[src/rtl/core/jmsv_pkg.sv]
// Shared constants and types for the JPEG marker stream validator.
package jmsv_pkg;

  localparam int unsigned ByteW = 8;
  localparam int unsigned DimW  = 16;

  localparam logic [ByteW-1:0] MK_FF   = 8'hFF;
  localparam logic [ByteW-1:0] MK_SOI  = 8'hD8;
  localparam logic [ByteW-1:0] MK_SOS  = 8'hDA;
  localparam logic [ByteW-1:0] MK_EOI  = 8'hD9;
  localparam logic [ByteW-1:0] MK_SOF0 = 8'hC0;
  localparam logic [ByteW-1:0] MK_RST0 = 8'hD0;
  localparam logic [ByteW-1:0] MK_STUF = 8'h00;

  typedef struct packed {
    logic            image_valid;
    logic [DimW-1:0] image_width;
    logic [DimW-1:0] image_height;
  } jmsv_res_t;

endpackage

[src/rtl/core/jmsv_if.sv]
// Byte input channel and result channel interfaces.
interface jmsv_in_if import jmsv_pkg::*; ();
  logic             valid;
  logic             ready;
  logic [ByteW-1:0] data_byte;
  logic             last_byte;

  modport source (output valid, output data_byte, output last_byte, input ready);
  modport sink (input valid, input data_byte, input last_byte, output ready);
endinterface

interface jmsv_out_if import jmsv_pkg::*; ();
  logic            valid;
  logic            ready;
  logic            image_valid;
  logic [DimW-1:0] image_width;
  logic [DimW-1:0] image_height;

  modport source (output valid, output image_valid, output image_width,
                  output image_height, input ready);
  modport sink (input valid, input image_valid, input image_width,
                input image_height, output ready);
endinterface

[src/rtl/core/jpeg_marker_stream_validator.sv]
// Top level of the JPEG marker stream validator.
// Takes a JPEG file one byte per transfer, last_byte set on the final byte, and
// returns one result per file on that final byte: image_valid plus the width and
// height from the last baseline frame header (0 if none). One byte per clock is
// sustained: a byte is registered on input, parsed from that register by a single
// level of marker-state logic, and a result lands in an output register,
// so input keeps flowing while a result waits; only the next final byte is held
// until that result is taken. Result valid rises from the output register once the
// final byte leaves the input register, unless an earlier result is still waiting.
// After the final byte the parser is back in its start state for the next file.
module jpeg_marker_stream_validator import jmsv_pkg::*; (
  input logic        clk,
  input logic        rst_n,
  jmsv_in_if.sink    in_ch,
  jmsv_out_if.source out_ch
);

  logic             in_v_r;
  logic [ByteW-1:0] byte_r;
  logic             last_r;
  logic             out_v_r;
  jmsv_res_t        res_r;
  jmsv_res_t        res;
  logic             advance;

  assign advance     = in_v_r && (!last_r || !out_v_r || out_ch.ready);
  assign in_ch.ready = !in_v_r || advance;

  jmsv_parser u_parser (
    .clk       (clk),
    .rst_n     (rst_n),
    .step      (advance),
    .data_byte (byte_r),
    .last_byte (last_r),
    .res       (res)
  );

  always_ff @(posedge clk) begin
    if (!rst_n) begin
      in_v_r <= 1'b0;
    end else if (in_ch.ready) begin
      in_v_r <= in_ch.valid;
    end
  end

  always_ff @(posedge clk) begin
    if (in_ch.ready && in_ch.valid) begin
      byte_r <= in_ch.data_byte;
      last_r <= in_ch.last_byte;
    end
  end

  always_ff @(posedge clk) begin
    if (!rst_n) begin
      out_v_r <= 1'b0;
    end else if (advance && last_r) begin
      out_v_r <= 1'b1;
    end else if (out_ch.ready) begin
      out_v_r <= 1'b0;
    end
  end

  always_ff @(posedge clk) begin
    if (advance && last_r) begin
      res_r <= res;
    end
  end

  assign out_ch.valid        = out_v_r;
  assign out_ch.image_valid  = res_r.image_valid;
  assign out_ch.image_width  = res_r.image_width;
  assign out_ch.image_height = res_r.image_height;

endmodule

[src/rtl/core/jmsv_parser.sv]
// Marker segment parser state and per-byte next-state logic.
module jmsv_parser import jmsv_pkg::*; (
  input  logic             clk,
  input  logic             rst_n,
  input  logic             step,
  input  logic [ByteW-1:0] data_byte,
  input  logic             last_byte,
  output jmsv_res_t        res
);

  localparam logic [3:0] PH_START0  = 4'd0;
  localparam logic [3:0] PH_START1  = 4'd1;
  localparam logic [3:0] PH_MARK_FF = 4'd2;
  localparam logic [3:0] PH_MARK    = 4'd3;
  localparam logic [3:0] PH_LEN_HI  = 4'd4;
  localparam logic [3:0] PH_LEN_LO  = 4'd5;
  localparam logic [3:0] PH_BODY    = 4'd6;
  localparam logic [3:0] PH_SCAN    = 4'd7;
  localparam logic [3:0] PH_SCAN_FF = 4'd8;

  logic [3:0]      phase_r, phase_nxt;
  logic [DimW-1:0] len_r, len_nxt;
  logic [DimW-1:0] off_r, off_nxt;
  logic            hdr_r, hdr_nxt;
  logic            seen_r, seen_nxt;
  logic [DimW-1:0] w_r, w_nxt;
  logic [DimW-1:0] h_r, h_nxt;
  logic            fail_r, fail_nxt;
  logic            eoi;
  logic            mark_en;
  logic [DimW-1:0] len_v;
  logic [DimW:0]   off_inc;

  always_comb begin
    phase_nxt = phase_r;
    len_nxt   = len_r;
    off_nxt   = off_r;
    hdr_nxt   = hdr_r;
    seen_nxt  = seen_r;
    w_nxt     = w_r;
    h_nxt     = h_r;
    fail_nxt  = fail_r;
    eoi       = 1'b0;
    mark_en   = 1'b0;
    len_v     = len_r | {{(DimW-ByteW){1'b0}}, data_byte};
    off_inc   = {1'b0, off_r} + {{DimW{1'b0}}, 1'b1};
    if (!fail_r) begin
      unique case (phase_r)
        PH_START0: begin
          if (data_byte == MK_FF) phase_nxt = PH_START1;
          else fail_nxt = 1'b1;
        end
        PH_START1: begin
          if (data_byte == MK_SOI) phase_nxt = PH_MARK_FF;
          else fail_nxt = 1'b1;
        end
        PH_MARK_FF: begin
          if (data_byte == MK_FF) phase_nxt = PH_MARK;
          else fail_nxt = 1'b1;
        end
        PH_MARK: begin
          mark_en = 1'b1;
        end
        PH_LEN_HI: begin
          len_nxt   = {data_byte, {(DimW-ByteW){1'b0}}};
          off_nxt   = DimW'(1);
          phase_nxt = PH_LEN_LO;
        end
        PH_LEN_LO: begin
          len_nxt = len_v;
          if (len_v < DimW'(2) || (hdr_r && len_v < DimW'(7))) begin
            fail_nxt = 1'b1;
          end else if (len_v == DimW'(2)) begin
            phase_nxt = PH_MARK_FF;
          end else begin
            off_nxt   = DimW'(2);
            phase_nxt = PH_BODY;
          end
        end
        PH_BODY: begin
          if (hdr_r) begin
            unique case (off_r)
              DimW'(3): begin
                h_nxt = {data_byte, h_r[ByteW-1:0]};
              end
              DimW'(4): begin
                h_nxt = {h_r[DimW-1:ByteW], data_byte};
              end
              DimW'(5): begin
                w_nxt = {data_byte, w_r[ByteW-1:0]};
              end
              DimW'(6): begin
                w_nxt    = {w_r[DimW-1:ByteW], data_byte};
                seen_nxt = 1'b1;
              end
              default: begin
              end
            endcase
          end
          if (off_inc >= {1'b0, len_r}) begin
            phase_nxt = PH_MARK_FF;
            hdr_nxt   = 1'b0;
          end else begin
            off_nxt = off_inc[DimW-1:0];
          end
        end
        PH_SCAN: begin
          if (data_byte == MK_FF) phase_nxt = PH_SCAN_FF;
        end
        PH_SCAN_FF: begin
          if (data_byte == MK_STUF || data_byte[7:3] == MK_RST0[7:3]) phase_nxt = PH_SCAN;
          else mark_en = 1'b1;
        end
        default: begin
          fail_nxt = 1'b1;
        end
      endcase
      if (mark_en) begin
        priority if (data_byte == MK_SOS) begin
          phase_nxt = PH_SCAN;
        end else if (data_byte == MK_EOI) begin
          if (last_byte) eoi = 1'b1;
          else fail_nxt = 1'b1;
        end else begin
          hdr_nxt   = (data_byte == MK_SOF0);
          len_nxt   = '0;
          off_nxt   = '0;
          phase_nxt = PH_LEN_HI;
        end
      end
    end
  end

  assign res.image_valid  = eoi && !fail_nxt && seen_nxt;
  assign res.image_width  = w_nxt;
  assign res.image_height = h_nxt;

  always_ff @(posedge clk) begin
    if (!rst_n || (step && last_byte)) begin
      phase_r <= PH_START0;
      len_r   <= '0;
      off_r   <= '0;
      hdr_r   <= 1'b0;
      seen_r  <= 1'b0;
      w_r     <= '0;
      h_r     <= '0;
      fail_r  <= 1'b0;
    end else if (step) begin
      phase_r <= phase_nxt;
      len_r   <= len_nxt;
      off_r   <= off_nxt;
      hdr_r   <= hdr_nxt;
      seen_r  <= seen_nxt;
      w_r     <= w_nxt;
      h_r     <= h_nxt;
      fail_r  <= fail_nxt;
    end
  end

endmodule

[src/flat_wrapper.sv]
// flat-port wrapper written by rule: the top's interface ports become plain ports
module jpeg_marker_stream_validator_flat import jmsv_pkg::*;
  (clk, rst_n, in_ch_valid, in_ch_data_byte, in_ch_last_byte, in_ch_ready, out_ch_valid, out_ch_image_valid, out_ch_image_width, out_ch_image_height, out_ch_ready);
  jmsv_in_if in_ch_i ();
  jmsv_out_if out_ch_i ();
  input logic clk;
  input logic rst_n;
  input wire logic [$bits(in_ch_i.valid)-1:0] in_ch_valid;
  input wire logic [$bits(in_ch_i.data_byte)-1:0] in_ch_data_byte;
  input wire logic [$bits(in_ch_i.last_byte)-1:0] in_ch_last_byte;
  output wire logic [$bits(in_ch_i.ready)-1:0] in_ch_ready;
  output wire logic [$bits(out_ch_i.valid)-1:0] out_ch_valid;
  output wire logic [$bits(out_ch_i.image_valid)-1:0] out_ch_image_valid;
  output wire logic [$bits(out_ch_i.image_width)-1:0] out_ch_image_width;
  output wire logic [$bits(out_ch_i.image_height)-1:0] out_ch_image_height;
  input wire logic [$bits(out_ch_i.ready)-1:0] out_ch_ready;
  assign in_ch_i.valid = in_ch_valid;
  assign in_ch_i.data_byte = in_ch_data_byte;
  assign in_ch_i.last_byte = in_ch_last_byte;
  assign in_ch_ready = in_ch_i.ready;
  assign out_ch_valid = out_ch_i.valid;
  assign out_ch_image_valid = out_ch_i.image_valid;
  assign out_ch_image_width = out_ch_i.image_width;
  assign out_ch_image_height = out_ch_i.image_height;
  assign out_ch_i.ready = out_ch_ready;
  jpeg_marker_stream_validator u_core (.clk(clk), .rst_n(rst_n), .in_ch(in_ch_i), .out_ch(out_ch_i));
endmodule
[config.mk]
export PLATFORM = sky130hd
export DESIGN_NAME = jpeg_marker_stream_validator_flat
export DESIGN_NICKNAME = d
export VERILOG_FILES = /design/src/rtl/core/jmsv_pkg.sv /design/src/rtl/core/jmsv_if.sv /design/src/rtl/core/jpeg_marker_stream_validator.sv /design/src/rtl/core/jmsv_parser.sv /design/src/flat_wrapper.sv
export SDC_FILE = /design/constraint.sdc
export NUM_CORES = 1
export LEC_CHECK = 0
export ABC_CLOCK_PERIOD_IN_PS = 3000
export BUFFER_PORTS_ARGS = -buffer_cell sky130_fd_sc_hd__buf_2
export CAP_MARGIN = 0
export CORE_MARGIN = 2
export CORE_UTILIZATION = 35
export DETAILED_ROUTE_END_ITERATION = 6
export PLACE_DENSITY = 0.53
export REMOVE_ABC_BUFFERS = 1
export SYNTH_ARGS = -nofsm -noshare
export SYNTH_HDL_FRONTEND = slang
export SYNTH_SLANG_ARGS = --single-unit
[constraint.sdc]
create_clock -name clk -period 3 [get_ports clk]
set_input_delay 0.6 -clock clk [delete_from_list [all_inputs] [get_ports clk]]
set_output_delay 0.6 -clock clk [all_outputs]
set_load 0.02 [all_outputs]
---- Word level (Yosys, flattened, before mapping) ----
Cells that the tools add are included.
storage, ports and cells
  input bits .............................. 13
  output and inout bits ................... 35
  bits in latches ......................... 0
  bits in registers ....................... 115
  memories kept ........................... 0
  RAM bits ................................ 0
  logic and storage cells ................. 122
  ROM bits ................................ 0
cells by class
  div/mod/pow operators ................... 0
  shift operators ......................... 0
  magnitude comparators ................... 3
  eq/ne operators ......................... 19
  multiply operators ...................... 0
  bitwise logic cells ..................... 2
  add/subtract/negate cells ............... 1
  reduce and logical (&&, ||, !) cells .... 23
  muxes and demuxes ....................... 59
operators with widths
  operator                 number
  $mux W16                 15
  $pmux W16 S2             3
  $eq A16 B3 Y1 const B    3
  $pmux W16 S3             1
  $eq A8 B8 Y1 const B     5
  $mux W4                  10
  $eq A16 B2 Y1 const B    2
  $pmux W4 S8              1
  $mux W1                  26
  $add A16 B1 Y17 const B  1
  $ge A17 B16 Y1           1
  $eq A4 B3 Y1 const B     4
  $lt A16 B2 Y1 const B    1
  $lt A16 B3 Y1 const B    1
  $or A16 B8 Y16           1
  $eq A4 B2 Y1 const B     2
  $logic_not A8 Y1         1
  $logic_and A1 B1 Y1      6
  $logic_or A1 B1 Y1       6
  $eq A5 B5 Y1 const B     1
  $logic_not A1 Y1         5
  $reduce_or A5 Y1         1
  $eq A4 B1 Y1 const B     1
  $eq A4 B4 Y1 const B     1
  8 further kinds          8

---- Depth between registers and ports, before layout ----
Gate-level depths: netlist (run 1).
  word-level depth ........................ 14
  gate-level depth with buffers ........... 14
  mapped depth without buffers ............ 12

---- Hierarchy ----
From an unflattened synthesis (run 1), not the netlist that was laid out.
unflattened totals
  cells, all modules ...................... 602
  area total of the unflattened synthesis .. 5,734.2 um^2
modules (own cells, without submodules)
  module                        times used  seq. area each (um^2)  cells each  area an instance (um^2)
  jmsv_parser                   1           1,421.4                548         4,355.4
  jpeg_marker_stream_validator  1           1,301.2                54          1,378.8

---- Worst setup path before layout (run 1) ----
OpenSTA, ideal clock, no wires.
  path type ............................... flip-flop to flip-flop
  start ................................... register u_core.u_parser.off_r[0]
  end ..................................... register u_core.u_parser.off_r[2]
  slack ................................... -0.086 ns
  library setup time ...................... 0.058 ns
  cell stages (with the launch flop) ...... 13
  data arrival time ....................... 3.028 ns
  data required time ...................... 2.942 ns
  clock period less this slack ............ 3.086 ns
  path buffers ............................ 1
  cells stage by stage .................... dfxtp_1 -> ha_1 -> and3_1 -> clkbuf_1 -> nand3_1 -> xnor2_1 -> ha_1 -> nand4_1 -> nor3_1 -> a2111oi_1 -> o2111ai_1 -> a2111oi_0 -> a21o_1
on the way
  cells in the longest elaborated chain, start to end .. 7
ends and longest elaborated chain
  item                    RTL line            text
  from (decl)             jmsv_parser.sv:23   logic [DimW-1:0] off_r, off_nxt;
  from (signal assigned)  jmsv_parser.sv:151  off_r <= off_nxt;
  $add A16 B1 Y17 *       jmsv_parser.sv:46   off_inc = {1'b0, off_r} + {{DimW{1'b0}}, 1'b1};
  $ge A17 B16 Y1          jmsv_parser.sv:100  if (off_inc >= {1'b0, len_r}) begin
  $mux W16 *              jmsv_parser.sv:100
  $pmux W16 S3 *          jmsv_parser.sv:48   unique case (phase_r)
  $mux W16                jmsv_parser.sv:121  end else if (data_byte == MK_EOI) begin
  $mux W16                jmsv_parser.sv:119  priority if (data_byte == MK_SOS) begin
  $mux W16 *              jmsv_parser.sv:118  if (mark_en) begin
Mark *: on every way between the ends. The rest lies on a longest branch, timed or not.
A chain may end at the register's enable or synchronous reset.

---- Worst setup path after layout (run 1) ----
  start ................................... register u_core.u_parser.off_r[0]
  end ..................................... register u_core.u_parser.off_r[4]
The elaborated chain is that of the path after synthesis.

==> results of run 1 <==
-- kinds of logic after synthesis --
| group | count (synthesis) | share of synthesized area (%) |
|---|---|---|
| xor gates and xnor gates | 10 | 1.53 |
| buffers and inverters | 64 | 4.77 |
| muxes | 11 | 2.12 |
| and+or+nand+nor | 176 | 17.2 |
| adders and majority gates | 20 | 4.37 |
| AOI/OAI and AO/OA | 155 | 22.4 |
| DFF | 115 | 47.6 |
-- worst min path at each step --
stage,slack (ps),startpoint,to,cells past startpoint
2_1_floorplan,440,u_core.u_parser.seen_r$_SDFFE_PP0P_,u_core.u_parser.seen_r$_SDFFE_PP0P_,2
3_3_place_gp,450,u_core.u_parser.w_r[7]$_SDFFE_PP0P_,u_core.u_parser.w_r[7]$_SDFFE_PP0P_,1
3_5_place_dp,450,u_core.u_parser.w_r[1]$_SDFFE_PP0P_,u_core.u_parser.w_r[1]$_SDFFE_PP0P_,1
4_1_cts,340,in_ch_data_byte[0],u_core.byte_r[0]$_DFFE_PP_,1
5_1_grt,340,in_ch_data_byte[4],u_core.byte_r[4]$_DFFE_PP_,1
6_report,350,in_ch_data_byte[0],u_core.byte_r[0]$_DFFE_PP_,1
-- sequential cells by signal, summed over array words and instances, names as in the netlist --
register	cells
u_core.u_parser.len_r	16
u_core.u_parser.h_r	16
u_core.u_parser.fail_r	1
u_core.u_parser.phase_r	4
u_core.u_parser.hdr_r	1
u_core.out_ch.image_valid	1
u_core.out_ch.image_height	16
u_core.byte_r	8
u_core.u_parser.w_r	16
u_core.out_ch.image_width	16
u_core.in_v_r	1
u_core.last_r	1
u_core.u_parser.off_r	16
u_core.out_ch.valid	1
u_core.u_parser.seen_r	1
-- per-stage QoR --
step           util, %  setup slack (ps)  power [mW]
4_1_cts           44.2              20.3        3.85
5_1_grt           46.1              -113        3.94
6_report          46.1              73.1        3.83
2_1_floorplan        -              -241        1.82
3_5_place_dp      40.3              -223        1.91
3_3_place_gp      40.3              -122        1.90
-- routing by layer --
metal	vias to the layer above	share of wire, %	GRT usage [%]
li1	2276	-	-
met3	30	3.4	3.73
met5	-	0	0
met1	2328	47	23.6
met2	96	47	27.6
met4	0	2.3	7.43
-- area by class of cell --
cell class                      count  area [µm²]  area share [%]
Multi-Input combinational cell    372        3030            41.2
Sequential cell                   115        2730            37.1
Timing Repair Buffer               98         648            8.82
Clock buffer                       19         443            6.03
Tap cell                          216         270            3.68
Clock inverter                     13         125            1.70
Inverter                           28         105            1.43
-- power groups by stage --
stage          clock, mW  sequential [mW]  combinational, mW
2_1_floorplan          0             1.73             0.0867
6_report            1.95             1.68              0.200
5_1_grt             2.05             1.68              0.217
4_1_cts             1.97             1.68              0.200
3_3_place_gp           0             1.71              0.191
3_5_place_dp           0             1.71              0.195
-- what timing repair did --
item	4_1_cts	5_1_grt
hold endpoints to repair	0	0
pin swaps	2	21
gates cloned	0	1
buffers inserted	1	5
gates resized for setup	10	46
setup endpoints to repair	16	18
-- placed cells by master (no fill, tap or decap), drive strengths merged, types with 10 or more instances in the layout --
cell | netlist | final
buf | 18 | 98
dfxtp | 73 | 73
nor2 | 50 | 50
edfxtp | 42 | 42
inv | 27 | 32
a32o | 22 | 22
nand2b | 22 | 22
nand2 | 21 | 21
ha | 20 | 20
clkbuf | 18 | 19
a22o | 18 | 18
nand3 | 18 | 18
a22oi | 17 | 17
o211a | 16 | 16
a21oi | 14 | 14
o21ai | 14 | 14
nand4 | 10 | 10
nor4 | 10 | 10
==> run summary, run 1 <==
The flow ran to the end, and the final reports show no timing, DRC or antenna violations. The worst-case IR drop observed on VDD is 0.373 mV. Entering global routing, the biggest net connects 34 pins. By area the synthesized netlist is led by sky130_fd_sc_hd__dfxtp_1 (26%), sky130_fd_sc_hd__edfxtp_1 (22%), sky130_fd_sc_hd__ha_1 (4.4%).

The critical path crosses 13 cells after its start point. The number of cells traversed by the worst register-to-register path is 13. Setup repair after global routing could not meet its margin everywhere. In this run the worst hold path is classified as in -> reg. The required time at the endpoint of the critical path is 3300 ps. The effective utilization at floorplan is between 30% and 40%. The cell family contributing the most delay on the critical path is compound AO/OA/AOI/OAI gates. The tool flagged a number of max-cap violations equal to 0. The maximum net fanout on the critical path came out at 14.

The kind of critical path is reg -> reg. Summed over all instances, the cell type with the most area after synthesis is sky130_fd_sc_hd__dfxtp_1. The clock-pin slew reported for the worst setup and hold paths after clock tree synthesis is roughly 60 ps. The via count of the first global-routing pass came to 4628. The later pin in the worst-skew pair is clocked with a latency of 420 ps. Cell internal power was estimated by the tool at 2.90 mW. The setup violation total in the final timing report came out at 0.

Counting I/O delays and the setup requirement, the final critical path takes 2930 ps. Final hold analysis gives a worst-case slack of about 350 ps. The delay of the slowest critical-path stage came out at ~400 ps. The number of iterations in the first detailed-routing pass is 5.

The share of the cycle needed by the critical path after routing is approximately 98%. The post-layout net count came out at 665. The number of hold violations in the final report is 0.

The actual transition at the worst max-transition pin came out at 906 ps. The final design area excluding fillers is approximately 0.0074 mm². sky130_fd_sc_hd__dfxtp_1 is the most common cell in the netlist.

The TritonCTS clock tree is done. The max-slew violation count came to 0. In the final layout, the share of cells above drive strength 1 is 31.6%.

The number of remaining DRC errors came out at 0. The overall die area is 0.0174 mm². The post-synthesis cell area came out at 0.00572 mm². After detailed placement, the total cell area comes to 0.00642 mm². The finished layout holds about 860 standard cells, fillers aside. STA classifies the critical path endpoint as a flip-flop. The placeable core area came out at 0.0159 mm². The start point of the critical path is u_core.u_parser.off_r[0]$_SDFFE_PP0P_. Per report_power, the sequential group accounts for 43.8% of the total. The sink count of the clock tree is 115. The repair_antennas step left the layout with diodes totalling 0. The root buffer cell chosen for the clock tree is sky130_fd_sc_hd__clkbuf_16.

The final RePlAce weighted congestion came out at 0.823. Following the worst setup path forward leads to its endpoint at u_core.u_parser.off_r[4]$_SDFFE_PP0P_. Measured along the x axis, the die boundary spans about 130 µm. The largest clock skew in the final design is 8.86 ps. The overall die height came out at 132 µm. The first-pass GRT wire length came out at 24300 µm. Once placement completed, the tool counted placed cells totaling slightly above 800. The setup check on the worst reg-to-reg path leaves a slack of 70 ps.

The site row count is 46. Traced cell by cell, the critical path runs through ha_2 -> buf_4 -> nand3_2 -> xnor2_2 -> ha_1 -> a21oi_2 -> o21ai_2 -> a2111oi_4 -> buf_4 -> o2111a_2 -> a211oi_4 -> buf_12 -> a22o_1. The DRC violation total after the first TritonRoute iteration is approximately 440. Summed over all cells, the static leakage comes to 2.86 nW. The final HPWL from detailed placement came out at 10500 µm. The number of enable-type register cells in the synthesized netlist came out at 42. The mean instance size in the synthesized netlist came out at 10.4 µm². For this run, the register share of the synthesized area comes to 47.6%. The number of warning messages in the yosys log is 0. Relative to the synthesized area, the layout overhead comes to 28.5%. The final routed wirelength across all metal layers came out at 15200 µm. The number of register bits inferred by synthesis is 115.

In this run the remaining antenna-violating nets after routing total 0. The total of buffers placed on input and output ports is 47. The worst setup path is launched from a flip-flop. The fill cell total of the finished layout came out at 1469. The via count came out at 4730.

In this run the critical register-to-register path is captured at u_core.u_parser.off_r[4]$_SDFFE_PP0P_. The net switching power of the design is 0.928 mW. The cell at the slowest stage of the critical path is sky130_fd_sc_hd__a2111oi_4. The fraction of power consumed by combinational cells came out at ~5.2%.

The startpoint identified for the worst register-to-register timing path is u_core.u_parser.off_r[0]$_SDFFE_PP0P_. Dividing the detail-routed via count by the number of cells gives 5.49. For this design the top-level I/O count stands at 48. The total negative setup slack is 0 ps.

The hold buffer count at cts came out at 0. Measured against its own limit, the worst slew margin works out to 39.6%. No sink is reached through more buffers than the 2 on the longest clock path. The total buffers and inverters traversed by the critical path came out at 3.

By instance count, the cell type seen most on the critical path is sky130_fd_sc_hd__buf_4. The commonest cells after synthesis are sky130_fd_sc_hd__dfxtp_1 (73), sky130_fd_sc_hd__nor2_1 (48), sky130_fd_sc_hd__edfxtp_1 (42). The global-route congestion overflow total is 0. The CTS buffer count came out at 17.

The data arrival time of the critical path is approximately 3200 ps. The detail-routed net length per standard cell is approximately 18 µm. The share of synthesized flip-flops with an asynchronous set or reset came out at 0%. The portion of synthesized cell area occupied by the leading cell type is 25.5%.

The count of cell types in the netlist came out at between 70 and 80. The H-tree was split into 4 levels. The dominant synthesized flop cell is sky130_fd_sc_hd__dfxtp_1. The achievable clock frequency is 342 MHz. Global routing used 17.6% of the available tracks across all layers. The switching share of power is 24.3%. The clock share of power came out at 50.9%. The power per cell area is 521 mW/mm². The synthesized instance count is roughly 550. The initial antenna violation count was 0.
No activity file was read; power rests on OpenSTA's default activity.
==> run 2: changes to the inputs <==
--- a/config.mk
+++ b/config.mk
@@ -8,6 +8,7 @@
 export ABC_CLOCK_PERIOD_IN_PS = 3000
 export BUFFER_PORTS_ARGS = -buffer_cell sky130_fd_sc_hd__buf_2
 export CAP_MARGIN = 0
+export CORE_ASPECT_RATIO = 0.75
 export CORE_MARGIN = 2
 export CORE_UTILIZATION = 35
 export DETAILED_ROUTE_END_ITERATION = 6
==> run summary, run 2 (synthesis results as in run 1) <==
The area growth from synthesis to final layout is 26.6% (was 28.5%). The area occupied by registers was 0.00272 mm² (was 0.00273 mm²). The via count of the first global-routing pass came out at 4443 (was 4628). The cell depth of the worst setup path came out at 13 (unchanged). The detail-routed net length per standard cell came out at 17.6 µm (about the same). The family with the most delay on the worst path is simple AND/OR/NAND/NOR gates (was compound AO/OA/AOI/OAI gates). The final design area excluding fillers came to 0.00724 mm² (was 0.00735 mm²). The CTS buffer count came to 17 (unchanged). The global-route congestion overflow total came out at 0 (unchanged). The number of iterations in the first detailed-routing pass came out at 6 (was 5). The kind of critical path is reg -> reg (unchanged). The count of maximum capacitance violations is 0 (unchanged).

The overall die area came out at 0.0174 mm² (about the same). The largest clock skew in the final design is 9.60 ps (was 8.86 ps). Run status: finished, final reports clean (unchanged). The power per cell area came out at 553 mW/mm² (was 521 mW/mm²). The critical path startpoint category is a flip-flop (unchanged).

The start of the worst register-to-register path is u_core.u_parser.off_r[4]$_SDFFE_PP0P_ (was u_core.u_parser.off_r[0]$_SDFFE_PP0P_). The worst min-delay path class is in -> reg (unchanged). The worst setup slack for register-to-register paths came to 30 ps (was 70 ps). The capture point of the critical path is u_core.u_parser.off_r[1]$_SDFFE_PP0P_ (was u_core.u_parser.off_r[4]$_SDFFE_PP0P_). The number of cells traversed by the worst register-to-register path is 13 (unchanged). The proportion of layout cells with a drive suffix above 1 is 30.0% (was 31.6%). The maximum net fanout on the critical path is 5 (was 14). The most common cell after layout, fill and taps aside is sky130_fd_sc_hd__dfxtp_1 (unchanged). The data arrival time of the critical path came to 3290 ps (was 3230 ps). The effective utilization at floorplan is 35.7% (was 35.9%).

The site row count is 40 (was 46). The overall track demand over capacity in global routing came to 17.5% (was 17.6%). The endpoint of the most critical register-to-register path is u_core.u_parser.off_r[1]$_SDFFE_PP0P_ (was u_core.u_parser.off_r[4]$_SDFFE_PP0P_). The endpoint class of the critical path is a flip-flop (unchanged). The number of I/O pins came out at 48 (unchanged). The max-slew violation count came out at 0 (unchanged). The leakage power came to 2.86 nW (about the same). The start point of the critical path is u_core.u_parser.off_r[4]$_SDFFE_PP0P_ (was u_core.u_parser.off_r[0]$_SDFFE_PP0P_).

The clock-pin slew reported for the worst setup and hold paths after clock tree synthesis came out at 60 ps (about the same). The post-route worst hold slack came out at 361 ps (was 347 ps). The number of remaining DRC errors was 0 (unchanged). The initial antenna violation count was 0 (unchanged). The achievable clock frequency is 337 MHz (was 342 MHz). The smallest setup slack after layout came out at 33.9 ps (was 73.1 ps). The final period demand of the worst path came out at 2970 ps (was 2930 ps).

The via count is 4767 (was 4730). The post-route antenna net violation count came to 0 (unchanged). The clock root buffer is sky130_fd_sc_hd__clkbuf_16 (unchanged). The cell at the slowest stage of the critical path is sky130_fd_sc_hd__dfxtp_1 (was sky130_fd_sc_hd__a2111oi_4). The count of non-filler cells in the finished layout is 851 (was 861). The DRC violation total after the first TritonRoute iteration is 308 (was 436).

The share of the cycle needed by the critical path after routing is 98.9% (was 97.6%). The worst-case setup slack after placement was -343 ps (was -223 ps). The TritonCTS clock tree is done (unchanged). The final core utilization was 45.2% (was 46.1%).

The number of vias per cell is 5.60 (was 5.49). The post-layout net count is 661 (was 665). The maximum number of pins on one net before global-route repair is 34 (unchanged). The total buffers and inverters traversed by the critical path is 2 (was 3). The number of hold violations in the final report came out at 0 (unchanged). The clock latency of the later-clocked register in the worst-skew pair is 410 ps (was 420 ps).

The level count of the clock H-tree came to 4 (unchanged). The first-pass GRT wire length is 23200 µm (was 24300 µm). The deepest clock path buffer count is 2 (unchanged). Cells along the critical path: and3_4 -> and3_4 -> nand3_2 -> xnor2_2 -> ha_1 -> nand4_1 -> buf_4 -> nor4_2 -> a211oi_2 -> o2111a_2 -> buf_4 -> a31o_2 -> o32ai_2 (was ha_2 -> buf_4 -> nand3_2 -> xnor2_2 -> ha_1 -> a21oi_2 -> o21ai_2 -> a2111oi_4 -> buf_4 -> o2111a_2 -> a211oi_4 -> buf_12 -> a22o_1). The final antenna diode count is 0 (unchanged). The actual transition at the worst max-transition pin came out at 631 ps (was 906 ps). The placeable core area came to 0.0160 mm² (was 0.0159 mm²). The count of placed standard cells including taps was 815 (was 823).

The final HPWL from detailed placement is 10400 µm (was 10500 µm). The required time at the endpoint of the critical path came out at 3320 ps (was 3300 ps). The overall die height is 115 µm (was 132 µm). The area used by multi-input combinational logic is 0.00291 mm² (was 0.00303 mm²). Unrepaired setup endpoints after global routing: yes (unchanged). The floorplan die width is 152 µm (was 132 µm). Commonest cells after routing, fill and taps aside: sky130_fd_sc_hd__dfxtp_1 (72), sky130_fd_sc_hd__buf_2 (47), sky130_fd_sc_hd__nor2_1 (45) (was sky130_fd_sc_hd__dfxtp_1 (68), sky130_fd_sc_hd__buf_2 (48), sky130_fd_sc_hd__nor2_1 (46), sky130_fd_sc_hd__buf_4 (46), sky130_fd_sc_hd__edfxtp_1 (42)). The final RePlAce weighted congestion came out at 0.869 (was 0.823). The total negative setup slack came to 0 ps (unchanged).

The worst slew slack as a fraction of its limit came out at 57.7% (was 39.6%). The final routed wirelength across all metal layers is 15000 µm (was 15200 µm). The hold buffer count at cts is 0 (unchanged). The delay of the slowest critical-path stage came to 340 ps (was 400 ps). The total of buffers placed on input and output ports is 47 (unchanged). The fill cell total of the finished layout came to 1531 (was 1469). The cell area reported after detailed placement came out at 0.00640 mm² (was 0.00642 mm²).

The post-route total power is 4.00 mW (was 3.83 mW). The largest voltage drop on the vdd net was 0.345 mV (was 0.373 mV). The sink count of the clock tree is 115 (unchanged).

The setup violation total in the final timing report is 0 (unchanged).
## run 2: routing by layer
metal	track usage, %	wire [µm]	up-vias
met4	7.22	402	0
met5	0	0	-
met2	25.2	6450	161
met3	4.48	879	26
li1	-	-	2270
met1	25.1	7270	2310
## run 2: worst reg2reg max path, delay by kind of cell, from the launching register on
| kind | cells | cell delay, ps |
|---|---|---|
| and+or+nand+nor | 5 | 960 |
| AOI/OAI and AO/OA | 4 | 730 |
| buffers and inverters | 2 | 350 |
| DFF | 1 | 340 |
| adders and majority gates | 1 | 320 |
| xor gates and xnor gates | 1 | 180 |
## run 2: where the power goes
part / internal [mW] / switching (mW)
combinational: 0.0739 / 0.129
clock: 1.33 / 0.794
sequential: 1.65 / 0.0205
## run 2: how the worst min path moves through the flow
stage	cells past startpoint	slack, ps	start	to
finish	1	360	in_ch_last_byte	u_core.last_r$_DFFE_PP_
global route	1	350	in_ch_last_byte	u_core.last_r$_DFFE_PP_
CTS	1	350	in_ch_data_byte[6]	u_core.byte_r[6]$_DFFE_PP_
detailed placement	1	460	u_core.u_parser.w_r[0]$_SDFFE_PP0P_	u_core.u_parser.w_r[0]$_SDFFE_PP0P_
global placement	1	450	u_core.u_parser.w_r[0]$_SDFFE_PP0P_	u_core.u_parser.w_r[0]$_SDFFE_PP0P_
floorplan	2	440	u_core.u_parser.seen_r$_SDFFE_PP0P_	u_core.u_parser.seen_r$_SDFFE_PP0P_
## run 2: what timing repair did
item | in CTS | in global routing
gates resized for setup | 10 | 27
setup buffers | 2 | 2
endpoints found under the setup margin | 18 | 17
pin swaps | 2 | 7
## run 2: cell type report
class / count / share of cell area (%)
clock inverter: 15 / 2.69
clock buffer: 17 / 5.87
inverter: 28 / 1.45
timing repair buffer: 94 / 8.52
multi-input combinational: 372 / 40.2
tap: 210 / 3.63
sequential: 115 / 37.6
